==> src/hw/rtl/box_mean_filter_5x5_top_assert.svh <==
// Assertion macros for the box mean filter top level.
// Depends on i_clk and i_rst_n being visible in the including scope.
`ifndef BOX_MEAN_FILTER_5X5_TOP_ASSERT_SVH
`define BOX_MEAN_FILTER_5X5_TOP_ASSERT_SVH

// Same-cycle implication, checked outside reset
`define BMF_ASSERT_IMP(label, ante, cons, msg) \
    label: assert property (@(posedge i_clk) disable iff (!i_rst_n) (ante) |-> (cons)) \
        else $error(msg);

// Next-cycle implication, checked outside reset
`define BMF_ASSERT_NXT(label, ante, cons, msg) \
    label: assert property (@(posedge i_clk) disable iff (!i_rst_n) (ante) |=> (cons)) \
        else $error(msg);

`endif

==> src/hw/rtl/bmf_pkg.sv <==
// Shared constants, types and the reciprocal table of the box mean filter.
// No dependencies; imported by every RTL module of the block.
package bmf_pkg;

    localparam int KERNEL_SIZE = 5;
    localparam int RADIUS      = KERNEL_SIZE / 2;
    localparam int MAX_WIDTH   = 2048;
    localparam int MAX_HEIGHT  = 2048;

    localparam int NCH     = 3;
    localparam int CH_BLUE  = 0;
    localparam int CH_GREEN = 1;
    localparam int CH_RED   = 2;

    localparam int PIX_W   = 8;
    localparam int DIM_W   = 12;
    localparam int CFG_IDX_W = 1;
    localparam int COL_AW  = $clog2(MAX_WIDTH);
    localparam int SLOT_W  = $clog2(KERNEL_SIZE);
    localparam int LINE_DEPTH = KERNEL_SIZE * MAX_WIDTH;
    localparam int LINE_AW = $clog2(LINE_DEPTH);
    localparam int COL_W   = $clog2(KERNEL_SIZE * 255 + 1);
    localparam int WIN_W   = $clog2(KERNEL_SIZE * KERNEL_SIZE * 255 + 1);
    localparam int SPAN_W  = $clog2(KERNEL_SIZE + 1);
    localparam int CNT_W   = $clog2(KERNEL_SIZE * KERNEL_SIZE + 1);
    localparam int RECIP_SHIFT = 18;
    localparam int RECIP_W = RECIP_SHIFT + 1;
    localparam int PROD_W  = WIN_W + RECIP_W;

    localparam logic [DIM_W-1:0] WIDTH_RESET  = DIM_W'(640);
    localparam logic [DIM_W-1:0] HEIGHT_RESET = DIM_W'(480);

    typedef enum logic [CFG_IDX_W-1:0] {
        REG_IMAGE_WIDTH  = 1'b0,
        REG_IMAGE_HEIGHT = 1'b1
    } t_reg_idx;

    typedef logic [NCH-1:0][PIX_W-1:0] t_pix3;
    typedef logic [NCH-1:0][COL_W-1:0] t_col3;
    typedef logic [NCH-1:0][WIN_W-1:0] t_win3;

    // Per-word control that travels down the pipeline
    typedef struct packed {
        logic [COL_AW-1:0] col;
        logic              first_row;
        logic              sub_old;
        logic              add_new;
        logic              upd;
        logic              first_col;
        logic              produce;
        logic              last;
        logic [SPAN_W-1:0] row_span;
        logic [SPAN_W-1:0] col_span;
    } t_item_ctl;

    // ceil(2^18 / n): floor(x * recip >> 18) equals floor(x / n) for x < 2^13
    function automatic logic [RECIP_W-1:0] recip_of(input logic [CNT_W-1:0] n);
        logic [RECIP_W-1:0] r;
        unique case (n)
            CNT_W'(2):  r = RECIP_W'(131072);
            CNT_W'(3):  r = RECIP_W'(87382);
            CNT_W'(4):  r = RECIP_W'(65536);
            CNT_W'(5):  r = RECIP_W'(52429);
            CNT_W'(6):  r = RECIP_W'(43691);
            CNT_W'(7):  r = RECIP_W'(37450);
            CNT_W'(8):  r = RECIP_W'(32768);
            CNT_W'(9):  r = RECIP_W'(29128);
            CNT_W'(10): r = RECIP_W'(26215);
            CNT_W'(11): r = RECIP_W'(23832);
            CNT_W'(12): r = RECIP_W'(21846);
            CNT_W'(13): r = RECIP_W'(20165);
            CNT_W'(14): r = RECIP_W'(18725);
            CNT_W'(15): r = RECIP_W'(17477);
            CNT_W'(16): r = RECIP_W'(16384);
            CNT_W'(17): r = RECIP_W'(15421);
            CNT_W'(18): r = RECIP_W'(14564);
            CNT_W'(19): r = RECIP_W'(13798);
            CNT_W'(20): r = RECIP_W'(13108);
            CNT_W'(21): r = RECIP_W'(12484);
            CNT_W'(22): r = RECIP_W'(11916);
            CNT_W'(23): r = RECIP_W'(11398);
            CNT_W'(24): r = RECIP_W'(10923);
            CNT_W'(25): r = RECIP_W'(10486);
            default:    r = RECIP_W'(262144);
        endcase
        return r;
    endfunction

endpackage

==> src/hw/rtl/bmf_window.sv <==
// Horizontal window sum, reciprocal scaling and result register.
// Depends on bmf_pkg; takes column sums from bmf_column.
module bmf_window import bmf_pkg::*; (
    input  logic      i_clk,
    input  logic      i_rst_n,
    input  logic      i_s1_adv,
    input  t_item_ctl i_ctl1,
    input  logic      i_s2_adv,
    input  logic      i_first_col,
    input  t_col3     i_col_sum,
    input  logic      i_out_load,
    output t_pix3     o_mean
);

    t_col3              r_win [KERNEL_SIZE-1];
    logic [RECIP_W-1:0] r_s2_recip;
    logic [RECIP_W-1:0] r_s3_recip;
    t_win3              r_s3_sum;
    t_pix3              r_mean;

    logic [2*SPAN_W-1:0] area;
    t_win3               n_sum;
    logic [PROD_W-1:0]   prod [NCH];

    // Window area and its reciprocal
    assign area = (2*SPAN_W)'(i_ctl1.row_span) * (2*SPAN_W)'(i_ctl1.col_span);

    always_ff @(posedge i_clk) begin
        if (i_s1_adv) begin
            r_s2_recip <= recip_of(area[CNT_W-1:0]);
        end
    end

    // Sum the current column with the previous ones of this row
    always_comb begin
        logic [WIN_W-1:0] acc;
        for (int ch = 0; ch < NCH; ch++) begin
            acc = WIN_W'(i_col_sum[ch]);
            if (!i_first_col) begin
                for (int j = 0; j < KERNEL_SIZE - 1; j++) begin
                    acc = acc + WIN_W'(r_win[j][ch]);
                end
            end
            n_sum[ch] = acc;
        end
    end

    // Shift the column window; a new row starts from empty
    always_ff @(posedge i_clk) begin
        if (!i_rst_n) begin
            for (int j = 0; j < KERNEL_SIZE - 1; j++) begin
                r_win[j] <= '0;
            end
        end else if (i_s2_adv) begin
            r_win[0] <= i_col_sum;
            for (int j = 1; j < KERNEL_SIZE - 1; j++) begin
                r_win[j] <= i_first_col ? '0 : r_win[j-1];
            end
        end
    end

    always_ff @(posedge i_clk) begin
        if (i_s2_adv) begin
            r_s3_sum   <= n_sum;
            r_s3_recip <= r_s2_recip;
        end
    end

    // Divide by the area through the reciprocal
    always_comb begin
        for (int ch = 0; ch < NCH; ch++) begin
            prod[ch] = PROD_W'(r_s3_sum[ch]) * PROD_W'(r_s3_recip);
        end
    end

    always_ff @(posedge i_clk) begin
        if (i_out_load) begin
            for (int ch = 0; ch < NCH; ch++) begin
                r_mean[ch] <= prod[ch][RECIP_SHIFT+PIX_W-1:RECIP_SHIFT];
            end
        end
    end

    assign o_mean = r_mean;

endmodule
==> config.mk <==
export PLATFORM = sky130hd
export DESIGN_NAME = bmf_window
export DESIGN_NICKNAME = d
export VERILOG_FILES = /design/src/hw/rtl/box_mean_filter_5x5_top_assert.svh /design/src/hw/rtl/bmf_pkg.sv /design/src/hw/rtl/bmf_window.sv
export SDC_FILE = /design/constraint.sdc
export NUM_CORES = 2
export LEC_CHECK = 0
export ABC_AREA = 1
export BUFFER_PORTS_ARGS = -buffer_cell sky130_fd_sc_hd__buf_2
export CAP_MARGIN = 20
export CORE_MARGIN = 4
export CORE_UTILIZATION = 45
export CTS_CLUSTER_SIZE = 12
export DETAILED_ROUTE_END_ITERATION = 8
export PLACE_DENSITY = 0.6
export SLEW_MARGIN = 15
export SYNTH_ARGS = -nofsm -noshare
export SYNTH_HDL_FRONTEND = slang
export SYNTH_SLANG_ARGS = --single-unit
export TNS_END_PERCENT = 100
==> constraint.sdc <==
create_clock -name i_clk -period 4.5 [get_ports i_clk]
set_input_delay 0.225 -clock i_clk [delete_from_list [all_inputs] [get_ports i_clk]]
set_output_delay 0.225 -clock i_clk [all_outputs]
set_load 0.03 [all_outputs]
==> results.ini <==
[detailed_routing]
dr_total_vias=27400
ant_nets=0
dr.first_iter.drc_count=1609
routedWlPerCell_um=16.0
viasPerCell=4.80
postRouteWirelength_um=91200
drc=0
first_pass_iters=7

[sta]
max_slew.worst_pin.slew_ps=989
post-route-period-util_pct=112
max_freq_ghz=0.198
drv_slew=0
rsz0062_at_grt=true
skew_ps=49.8
period_needed_ps=5050
finalHoldViolCount=0
fin_ws_ps=-553
slew_headroom_pct=34.1
setup_violations=24

[grt]
overflow=0
grt_pass1_wl_um=149000
grt_max_degree=75
first_global_vias=28800
grt_usage_pct=22.6
antenna_found_initial=1

[logic_synthesis]
synth_area_per_cell_sq_um=8.09
synth-main-ff-cell=edfxtp_1
ys_seq_elements=233
postSynth.asyncResetShare_pct=0
ys_seq_area_share_pct=20.0
yosys.cell_types.count=42
synth_cells=4332
synth_edf_count=233
synth_nets=5212
yosysWarnings=0
syn_area_sq_um=35100

[setup_path]
r2r_slack_ps=-550
timing.critical_path.mode_cell=inv_2
path_cells=buf_6 > clkbuf_16 > nand2_4 > inv_2 > fa_1 > inv_2 > fa_1 > inv_2 > fa_1 > inv_2 > fa_2 > inv_2 > fa_2 > ha_4 > nand2_4 > nand2_4 > a21oi_4 > nand2_2 > nand2_1 > nand2_1 > nand2_1 > nand2_1 > xor2_1
slowest_delay_ps=560
setup.worst_path.start=r_s3_recip[5]
rr_startpoint=r_s3_recip[5]
crit_slowest_cell=fa_2
r2r_cells=23
path_class=flop to flop
start_kind=flop
cp.arrival_ps=5370
critical_path_required_ps=4820
worstSetupEndpoint=o_mean[1]
cp_max_fo=5
rr_endpoint=o_mean[1]
end_kind=flop

[status]
violations=negative setup slack
outcome=complete, but fails checks

[die]
dieArea_sq_um=82500
chipHeight_um=287
core_area_sq_um=77300
pin_count=87
rows=102
fp.dieW_um=287
start_util_pct=45.3

[layout]
fill_cells=7037
multiInputGateArea_sq_um=24300
layout_common_cells=inv_1, nand2_1, fa_1
layout-drive-gt1-share_pct=18.5
layout_commonest_cell=inv_1
nNetsFinal=5512
seq_area_sq_um=7000
insertedDiodeCount=0
syn_to_final_growth_pct=23.0

[placement]
gp_congestion=0.880
dp_slack_ps=-573
dpl.hpwl_um=69300
portBuffers=68

[clocking]
cts.sinks=233
htree_levels=2
numCtsBuffers=34
clkLatencyLatePin_ps=590
cts_tree=yes
clockBufferDepth=3
cts_root_buffer=clkbuf_16
clk_pin_slew_worst_paths_ps=60

[job]
cap_violations=0

[min_path]
hold_class=input pin to flop

cell usage after synthesis (2+ instances only):
library cell	instances	area share [%]
buf_4	11	0.24
a21boi_0	3	0.064
nor4_1	3	0.054
buf_1	32	0.34
nand2b_1	2	0.036
nand2_2	8	0.14
a21oi_1	106	1.5
xor2_1	14	0.35
o22ai_1	6	0.11
ha_1	200	7.1
a211oi_1	2	0.043
nand3_1	99	1.4
o21bai_1	13	0.28
edfxtp_1	233	20
clkbuf_1	105	1.1
clkbuf_2	3	0.043
a31oi_1	7	0.12
nor3_1	10	0.14
a21o_1	9	0.19
o21a_1	4	0.086
nand2_1	1104	12
nand4_1	30	0.54
nor4_2	2	0.071
xnor2_1	2	0.050
o21ai_0	87	1.2
nor2_1	271	2.9
nand3b_1	5	0.11
o21ai_1	11	0.16
buf_2	22	0.31
fa_1	617	35
nor2_4	2	0.064
inv_1	1297	14
inv_2	3	0.032
sequential cells by signal (all words and copies together) (netlist names):
name,cells
r_s3_sum,39
o_mean,24
r_win,132
r_s2_recip,19
r_s3_recip,19
kinds of logic after synthesis:
| logic type | Yosys count | synth area share (%) |
|---|---|---|
| compound gates | 250 | 3.85 |
| fa+ha+maj | 817 | 42.4 |
| xor+xnor | 16 | 0.400 |
| flops | 233 | 20.0 |
| buf+inv | 1474 | 16.0 |
| simple gates | 1542 | 17.4 |
repair_timing:
| item | 4_1_cts | 5_1_grt |
|---|---|---|
| setup buffers | 47 | 37 |
| cloned | 8 | 3 |
| gates resized for setup | 210 | 262 |
| hold buffers | 10 | 0 |
| pin swaps | 112 | 215 |
| hold endpoints to repair | 11 | 0 |
| endpoints found under the setup margin | 24 | 24 |
worst min path at each step:
stage | slack, ps | start | cells after the start | to
6_report | 40 | i_col_sum[17] | 3 | r_s3_sum[19]
5_1_grt | 30 | i_col_sum[10] | 3 | r_win[0][10]
4_1_cts | 1 | i_col_sum[9] | 3 | r_win[0][9]
3_5_place_dp | 400 | r_s2_recip[0] | 0 | r_s3_recip[0]
3_3_place_gp | 400 | r_s2_recip[1] | 0 | r_s3_recip[1]
2_1_floorplan | 340 | i_out_load | 0 | o_mean[0]
worst max-delay path, delay by kind of cell (launching register included):
family / cells / cell delay, ps
flip-flops: 1 / 400
XOR/XNOR: 1 / 180
adder cells (fa/ha/maj): 6 / 2950
AND/OR/NAND/NOR: 8 / 560
AO/OA/AOI/OAI: 1 / 160
buffers and inverters: 7 / 530
metal layers:
metal / share of wire, % / GRT usage [%] / up-vias
met5: 0 / 0 / -
met1: 41 / 29.3 / 13500
met4: 2.8 / 5.77 / 0
met3: 5.2 / 3.16 / 148
li1: - / - / 13100
met2: 50 / 40.0 / 640
layout make-up:
type                    instances  area share (%)
flip-flops and latches        233            16.2
multi-input cells            2625            56.2
inverters                    1300            11.3
clock buffers                  38            2.01
repair buffers                438            10.5
well taps                    1040            3.02
clock inverters                23           0.725
per-stage QoR:
stage | setup TNS [ps] | cell area, sq um | util, % | hold slack (ps) | cells
after global routing | -12300 | 43100 | 55.8 | 27.4 | 5697
final | -8550 | 43100 | 55.8 | 36.7 | 5697
after global placement | -8790 | 39300 | 50.8 | 401 | 5537
after floorplan | -1100 | 35700 | - | 337 | 4332
after CTS | -7780 | 42000 | 54.3 | 1.44 | 5663
after detailed placement | -9650 | 39300 | 50.8 | 405 | 5537
Power is not shown: default switching activity piles up to over one toggle a cycle in this logic, so the estimate is an artifact.
