### config.mk
export PLATFORM = sky130hd
export DESIGN_NAME = bmf_scan
export DESIGN_NICKNAME = d
export VERILOG_FILES = /design/src/hw/rtl/box_mean_filter_5x5_top_assert.svh /design/src/hw/rtl/bmf_pkg.sv /design/src/hw/rtl/bmf_scan.sv
export SDC_FILE = /design/constraint.sdc
export NUM_CORES = 1
export LEC_CHECK = 0
export ABC_CLOCK_PERIOD_IN_PS = 5240
export BUFFER_PORTS_ARGS = -buffer_cell sky130_fd_sc_hd__buf_2
export CORE_UTILIZATION = 35
export DETAILED_ROUTE_END_ITERATION = 12
export PLACE_DENSITY_LB_ADDON = 0.2
export SLEW_MARGIN = 20
export SYNTH_ARGS = -nofsm -noshare
export SYNTH_HDL_FRONTEND = slang
export SYNTH_SLANG_ARGS = --single-unit
### constraint.sdc
create_clock -name i_clk -period 5.24 [get_ports i_clk]
set_input_delay 0.786 -clock i_clk [delete_from_list [all_inputs] [get_ports i_clk]]
set_output_delay 0.786 -clock i_clk [all_outputs]
set_load 0.005 [all_outputs]
### src/hw/rtl/box_mean_filter_5x5_top_assert.svh
// Assertion macros for the box mean filter top level.
// Depends on i_clk and i_rst_n being visible in the including scope.
`ifndef BOX_MEAN_FILTER_5X5_TOP_ASSERT_SVH
`define BOX_MEAN_FILTER_5X5_TOP_ASSERT_SVH

// Same-cycle implication, checked outside reset
`define BMF_ASSERT_IMP(label, ante, cons, msg) \
    label: assert property (@(posedge i_clk) disable iff (!i_rst_n) (ante) |-> (cons)) \
        else $error(msg);

// Next-cycle implication, checked outside reset
`define BMF_ASSERT_NXT(label, ante, cons, msg) \
    label: assert property (@(posedge i_clk) disable iff (!i_rst_n) (ante) |=> (cons)) \
        else $error(msg);

`endif

### src/hw/rtl/bmf_pkg.sv
// Shared constants, types and the reciprocal table of the box mean filter.
// No dependencies; imported by every RTL module of the block.
package bmf_pkg;

    localparam int KERNEL_SIZE = 5;
    localparam int RADIUS      = KERNEL_SIZE / 2;
    localparam int MAX_WIDTH   = 2048;
    localparam int MAX_HEIGHT  = 2048;

    localparam int NCH     = 3;
    localparam int CH_BLUE  = 0;
    localparam int CH_GREEN = 1;
    localparam int CH_RED   = 2;

    localparam int PIX_W   = 8;
    localparam int DIM_W   = 12;
    localparam int CFG_IDX_W = 1;
    localparam int COL_AW  = $clog2(MAX_WIDTH);
    localparam int SLOT_W  = $clog2(KERNEL_SIZE);
    localparam int LINE_DEPTH = KERNEL_SIZE * MAX_WIDTH;
    localparam int LINE_AW = $clog2(LINE_DEPTH);
    localparam int COL_W   = $clog2(KERNEL_SIZE * 255 + 1);
    localparam int WIN_W   = $clog2(KERNEL_SIZE * KERNEL_SIZE * 255 + 1);
    localparam int SPAN_W  = $clog2(KERNEL_SIZE + 1);
    localparam int CNT_W   = $clog2(KERNEL_SIZE * KERNEL_SIZE + 1);
    localparam int RECIP_SHIFT = 18;
    localparam int RECIP_W = RECIP_SHIFT + 1;
    localparam int PROD_W  = WIN_W + RECIP_W;

    localparam logic [DIM_W-1:0] WIDTH_RESET  = DIM_W'(640);
    localparam logic [DIM_W-1:0] HEIGHT_RESET = DIM_W'(480);

    typedef enum logic [CFG_IDX_W-1:0] {
        REG_IMAGE_WIDTH  = 1'b0,
        REG_IMAGE_HEIGHT = 1'b1
    } t_reg_idx;

    typedef logic [NCH-1:0][PIX_W-1:0] t_pix3;
    typedef logic [NCH-1:0][COL_W-1:0] t_col3;
    typedef logic [NCH-1:0][WIN_W-1:0] t_win3;

    // Per-word control that travels down the pipeline
    typedef struct packed {
        logic [COL_AW-1:0] col;
        logic              first_row;
        logic              sub_old;
        logic              add_new;
        logic              upd;
        logic              first_col;
        logic              produce;
        logic              last;
        logic [SPAN_W-1:0] row_span;
        logic [SPAN_W-1:0] col_span;
    } t_item_ctl;

    // ceil(2^18 / n): floor(x * recip >> 18) equals floor(x / n) for x < 2^13
    function automatic logic [RECIP_W-1:0] recip_of(input logic [CNT_W-1:0] n);
        logic [RECIP_W-1:0] r;
        unique case (n)
            CNT_W'(2):  r = RECIP_W'(131072);
            CNT_W'(3):  r = RECIP_W'(87382);
            CNT_W'(4):  r = RECIP_W'(65536);
            CNT_W'(5):  r = RECIP_W'(52429);
            CNT_W'(6):  r = RECIP_W'(43691);
            CNT_W'(7):  r = RECIP_W'(37450);
            CNT_W'(8):  r = RECIP_W'(32768);
            CNT_W'(9):  r = RECIP_W'(29128);
            CNT_W'(10): r = RECIP_W'(26215);
            CNT_W'(11): r = RECIP_W'(23832);
            CNT_W'(12): r = RECIP_W'(21846);
            CNT_W'(13): r = RECIP_W'(20165);
            CNT_W'(14): r = RECIP_W'(18725);
            CNT_W'(15): r = RECIP_W'(17477);
            CNT_W'(16): r = RECIP_W'(16384);
            CNT_W'(17): r = RECIP_W'(15421);
            CNT_W'(18): r = RECIP_W'(14564);
            CNT_W'(19): r = RECIP_W'(13798);
            CNT_W'(20): r = RECIP_W'(13108);
            CNT_W'(21): r = RECIP_W'(12484);
            CNT_W'(22): r = RECIP_W'(11916);
            CNT_W'(23): r = RECIP_W'(11398);
            CNT_W'(24): r = RECIP_W'(10923);
            CNT_W'(25): r = RECIP_W'(10486);
            default:    r = RECIP_W'(262144);
        endcase
        return r;
    endfunction

endpackage

### src/hw/rtl/bmf_scan.sv
// Configuration registers and scan position of the box mean filter.
// Depends on bmf_pkg; produces per-word control and line store addressing.
module bmf_scan import bmf_pkg::*; (
    input  logic                 i_clk,
    input  logic                 i_rst_n,
    input  logic                 i_cfg_we,
    input  logic [CFG_IDX_W-1:0] i_cfg_index,
    input  logic [DIM_W-1:0]     i_cfg_data,
    input  logic                 i_acc,
    output t_item_ctl            o_ctl,
    output logic [LINE_AW-1:0]   o_line_addr,
    output logic                 o_line_we
);

    logic [DIM_W-1:0]  r_width;
    logic [DIM_W-1:0]  r_height;
    logic [DIM_W-1:0]  r_row;
    logic [DIM_W-1:0]  r_col;
    logic [SLOT_W-1:0] r_slot;

    logic [DIM_W-1:0] row_end;
    logic [DIM_W-1:0] col_end;
    logic [DIM_W-1:0] row_hi;
    logic [DIM_W-1:0] row_lo;
    logic [DIM_W-1:0] col_hi;
    logic [DIM_W-1:0] col_lo;
    logic [DIM_W-1:0] row_diff;
    logic [DIM_W-1:0] col_diff;

    // Zero acts as one, oversize acts as the maximum
    function automatic logic [DIM_W-1:0] clamp_dim(input logic [DIM_W-1:0] v,
                                                   input logic [DIM_W-1:0] maxv);
        logic [DIM_W-1:0] r;
        r = v;
        if (v == '0) begin
            r = DIM_W'(1);
        end else if (v > maxv) begin
            r = maxv;
        end
        return r;
    endfunction

    // Hold dimensions; any write restarts the scan
    always_ff @(posedge i_clk) begin
        if (!i_rst_n) begin
            r_width  <= WIDTH_RESET;
            r_height <= HEIGHT_RESET;
        end else if (i_cfg_we) begin
            unique case (t_reg_idx'(i_cfg_index))
                REG_IMAGE_WIDTH:  r_width  <= clamp_dim(i_cfg_data, DIM_W'(MAX_WIDTH));
                REG_IMAGE_HEIGHT: r_height <= clamp_dim(i_cfg_data, DIM_W'(MAX_HEIGHT));
            endcase
        end
    end

    assign row_end = r_height + DIM_W'(RADIUS - 1);
    assign col_end = r_width + DIM_W'(RADIUS - 1);

    // Advance the scan over the extended frame, wrap at frame end
    always_ff @(posedge i_clk) begin
        if (!i_rst_n || i_cfg_we) begin
            r_row  <= '0;
            r_col  <= '0;
            r_slot <= '0;
        end else if (i_acc) begin
            if (r_col == col_end) begin
                r_col <= '0;
                if (r_row == row_end) begin
                    r_row  <= '0;
                    r_slot <= '0;
                end else begin
                    r_row  <= r_row + DIM_W'(1);
                    r_slot <= (r_slot == SLOT_W'(KERNEL_SIZE - 1)) ? '0
                                                                  : r_slot + SLOT_W'(1);
                end
            end else begin
                r_col <= r_col + DIM_W'(1);
            end
        end
    end

    // Clipped window extent in rows and columns
    always_comb begin
        row_hi = (r_row < r_height) ? r_row : r_height - DIM_W'(1);
        row_lo = (r_row >= DIM_W'(KERNEL_SIZE - 1)) ? r_row - DIM_W'(KERNEL_SIZE - 1) : '0;
        col_hi = (r_col < r_width) ? r_col : r_width - DIM_W'(1);
        col_lo = (r_col >= DIM_W'(KERNEL_SIZE - 1)) ? r_col - DIM_W'(KERNEL_SIZE - 1) : '0;
        row_diff = row_hi - row_lo;
        col_diff = col_hi - col_lo;
    end

    always_comb begin
        o_ctl.col       = r_col[COL_AW-1:0];
        o_ctl.first_row = (r_row == '0);
        o_ctl.sub_old   = (r_row >= DIM_W'(KERNEL_SIZE));
        o_ctl.add_new   = (r_row < r_height);
        o_ctl.upd       = (r_col < r_width);
        o_ctl.first_col = (r_col == '0);
        o_ctl.produce   = (r_row >= DIM_W'(RADIUS)) && (r_col >= DIM_W'(RADIUS));
        o_ctl.last      = (r_row == row_end) && (r_col == col_end);
        o_ctl.row_span  = row_diff[SPAN_W-1:0] + SPAN_W'(1);
        o_ctl.col_span  = col_diff[SPAN_W-1:0] + SPAN_W'(1);
    end

    assign o_line_addr = {r_slot, r_col[COL_AW-1:0]};
    assign o_line_we   = i_acc && o_ctl.add_new && o_ctl.upd;

endmodule

==> summary.md <==
| Metric | Value |
|---|---|
| Status | complete, no violations |
| GRT met2 Usage | 32.6% |
| EDFF count, synth | 0 |
| Num rows | 40 |
| CP most frequent cell | ha_1 |
| Min Clock Period, post-route | 4960 ps |
| H-tree lvl count | 2 |
| Min-delay worst type | reg2reg |
| CP max-delay cell | dfxtp_1 |
| CTS sink count | 51 |
| Worst R2R Start | r_width[0]$_SDFFE_PN0P_ |
| HP Start | r_width[1]$_SDFFE_PN0P_ |
| Clock power frac | between 40% and 50% |
| Net count, final | 645 |
| Wire per inst | 15.1 um |
| Slew margin rel. | 55.3% |
| Ports | 56 |
| Psw | about 240 uW |
| Grt total ovfl | 0 |
| Total CTS buffers | 5 |
| Syn avg cell area | roughly 8 sq um |
| Max cap viols | 0 |
| Syn Std Cell Area | about 4500 sq um |
| RSZ-0062 raised after global routing | no |
| Logic pwr share | 11.2% |
| Initial DRT Pass Iterations | 5 |
| WL final | 11400 um |
| Antenna violation net count after detailed routing | 0 |
| Largest net degree at the start of global routing | 27 |
| Final hold vios | 0 |
| Synthesis warning total | 0 |
| WS Path Type | reg2out |
| Worst hold endpoint | r_width[1]$_SDFFE_PN0P_ |
| Routed vias | 4047 |
| Finished Cell Area | between 4000 and 5000 sq um |
| Fillcell total | 1321 |
| Core ar. | between 10000 and 15000 sq um |
| Maximum vdd drop | 0.140 mV |
| Post-Syn Nets | around 630 |
| Total track usage | 18.0% |
| Flop pwr share | between 40 and 50% |
| Inserted Diodes | 0 |
| Static Leak | 2.06 nW |
| Crit share post-route | 94.6% |
| Die W | 115 um |
| Initial core utilization | 36.6% |
| Total die area | 13200 sq um |
| Final estimated routing congestion in global placement | 0.856 |
| Unique masters post-synth | 67 |
| Die height | 115 um |
| Max stage delay on crit path | 480 ps |
| Share of cells above drive strength 1 | 15.6% |
| Max-slew violations | 0 |
| Later-pin clock latency in the skew report | between 300 and 400 ps |
| CP cell instances | ha_1 > a21o_1 > a21o_1 > a21oi_1 > a21oi_1 > nor2b_1 > mux2_2 > ha_1 > inv_1 > ha_1 > xnor2_1 > or4b_1 > a41oi_1 > a311oi_2 > o211ai_1 > nor3_2 > buf_2 |
| Met3 GRT Util | 2.21% |
| Most frequent cells in the layout | nand2_1 (65), buf_2 (55), dfxtp_1 (47) |
| Initial antenna violation count | 0 |
| Port bufs | 55 |
| Reg2reg end | r_row[1]$_SDFFE_PP0P_ |
| Post-CTS Setup Bufs | 0 |
| #FFs+latches synth | 51 |
| GR peak layer | met2 |
| Dpl hpwl | 8980 um |
| Arr. time, crit path | 4170 ps |
| CP Launch Type | flip-flop |
| Clock slew at reported path FFs | 80 ps |
| First-pass GRT wire length | around 19000 um |
| Internal | just over 600 uW |
| Clock Root Buffer | clkbuf_16 |
| Vias per cell | 5.35 |
| GR Layer Usage met1 | 22.5% |
| Least-Margin Pin Slew | 671 ps |
| Vias in the first global route | 3789 |
| Seq/Total Area, Yosys | 22.9% |
| Top FF cell, synth | dfxtp_1 |
| Post-DP Area | 4700 sq um |
| Area added between synthesis and finish | 9.02% |
| Setup_tns | 0 ps |
| Max Fclk | around 0.20 GHz |
| CP max FO | 7 |
| # hold bufs at CTS | 0 |
| Clock Tree Buf Depth | 2 |
| Critical Path RT | approximately 4500 ps |
| CTS resizes | 0 |
| Worst setup EP type | primary output |
| WHS Path Cells | 2 |
| Area of the multi-input gates | 3010 sq um |
| Power Density | 177 nW/um^2 |
| Setup violators final | 0 |
| CTS tree | yes |
| Commonest non-fill, non-tap cell in the layout | nand2_1 |
| Asr flop ratio synth | 0% |
| Skew final | 9.09 ps |
| Switching Fraction | 28.3% |
| DRT iter0 DRCs | 256 |
| Reg2reg path depth | 8 |
| Mapped Cells | 570 |
| Register Area | 1030 sq um |
| Drt drc | 0 |
| Flop-to-flop setup slack | 2330 ps |
[critical path: cells and delay by family, from the launching register on]
family                     cells  cell delay [ps]
AOI/OAI and AO/OA              7             1190
muxes                          1              360
DFF                            1              480
buffers and inverters          2              170
xor gates and xnor gates       1              170
and+or+nand+nor                3              740
adders and majority gates      3              770
[through the flow]
stage	hold slack, ps	setup slack [ps]	utilization (%)	cells	power, mW
finish	508	283	39.9	756	0.861
global route	534	16.9	39.9	756	0.896
CTS	531	158	39.8	756	0.866
detailed placement	520	509	38.5	748	0.514
global placement	510	625	38.5	748	0.512
floorplan	468	569	-	570	0.483
[worst max path at each step]
stage | startpoint | endpoint | cells after the start
finish | r_col[5]$_SDFFE_PP0P_ | o_ctl[2] | 17
floorplan | r_col[1]$_SDFFE_PP0P_ | o_ctl[2] | 17
detailed placement | r_width[1]$_SDFFE_PN0P_ | o_ctl[2] | 19
global placement | r_col[9]$_SDFFE_PP0P_ | o_ctl[2] | 16
global route | r_col[5]$_SDFFE_PP0P_ | o_ctl[2] | 19
CTS | r_width[1]$_SDFFE_PN0P_ | o_ctl[2] | 19
[kinds of logic (layout without fill, tap and decap cells)]
family                     after synthesis  in the layout  share of synthesized area [%]
and+or+nand+nor                        224            224                           26.9
AOI/OAI and AO/OA                      116            116                           19.0
buffers and inverters                   91            109                           9.97
DFF                                     51             51                           22.9
adders and majority gates               41             41                           11.5
xor gates and xnor gates                38             38                           7.62
muxes                                    9              9                           2.10
[cells in the mapped netlist (4+ instances only)]
library cell	number	area, sq um
xnor2_1	21	184
a21oi_1	15	75.1
nand2_1	65	244
nor2_1	32	120
nand4_1	16	100
o21ai_0	11	55.1
nor2b_1	14	87.6
and4_1	4	35.0
nand2b_1	8	50.1
buf_2	11	55.1
a31oi_1	6	37.5
a21o_1	8	60.1
mux2i_1	6	60.1
a41o_1	4	40.0
o22ai_1	5	31.3
o211ai_1	8	60.1
and2_1	4	25.0
buf_4	22	165
nor3_1	11	55.1
nor4_1	7	43.8
o41ai_1	4	35.0
dfxtp_1	51	1020
xor2_1	16	140
inv_1	40	150
nand3_1	20	100
nand3b_1	9	67.6
ha_1	41	513
clkbuf_1	17	63.8
and3_1	13	81.3
a21boi_0	19	143
[area by class of cell]
class | instances | share of cell area, %
clock inverter | 3 | 0.565
timing repair buffer | 61 | 6.58
inverter | 40 | 3.08
tap | 168 | 4.32
multi-input combinational | 428 | 61.8
clock buffer | 5 | 2.57
sequential | 51 | 21.1
[sequential cells by signal, indices dropped and copies added, names as in the netlist]
register,cells
r_slot,3
r_col,12
r_row,12
r_height,12
r_width,12
[per-layer routing]
layer,vias to the layer above,wire length [um]
met2,108,5630
met5,-,0
li1,2040,-
met4,0,179
met3,14,373
met1,1885,5260
[power groups by stage]
| stage | Combinational, mW | Clock (mW) | Sequential, mW |
|---|---|---|---|
| after floorplan | 0.0723 | 0 | 0.411 |
| after global placement | 0.0942 | 0 | 0.418 |
| after detailed placement | 0.0951 | 0 | 0.419 |
| after CTS | 0.0957 | 0.361 | 0.409 |
| after global routing | 0.109 | 0.375 | 0.411 |
| final | 0.0961 | 0.356 | 0.410 |
(Power assumes the default switching activity.)
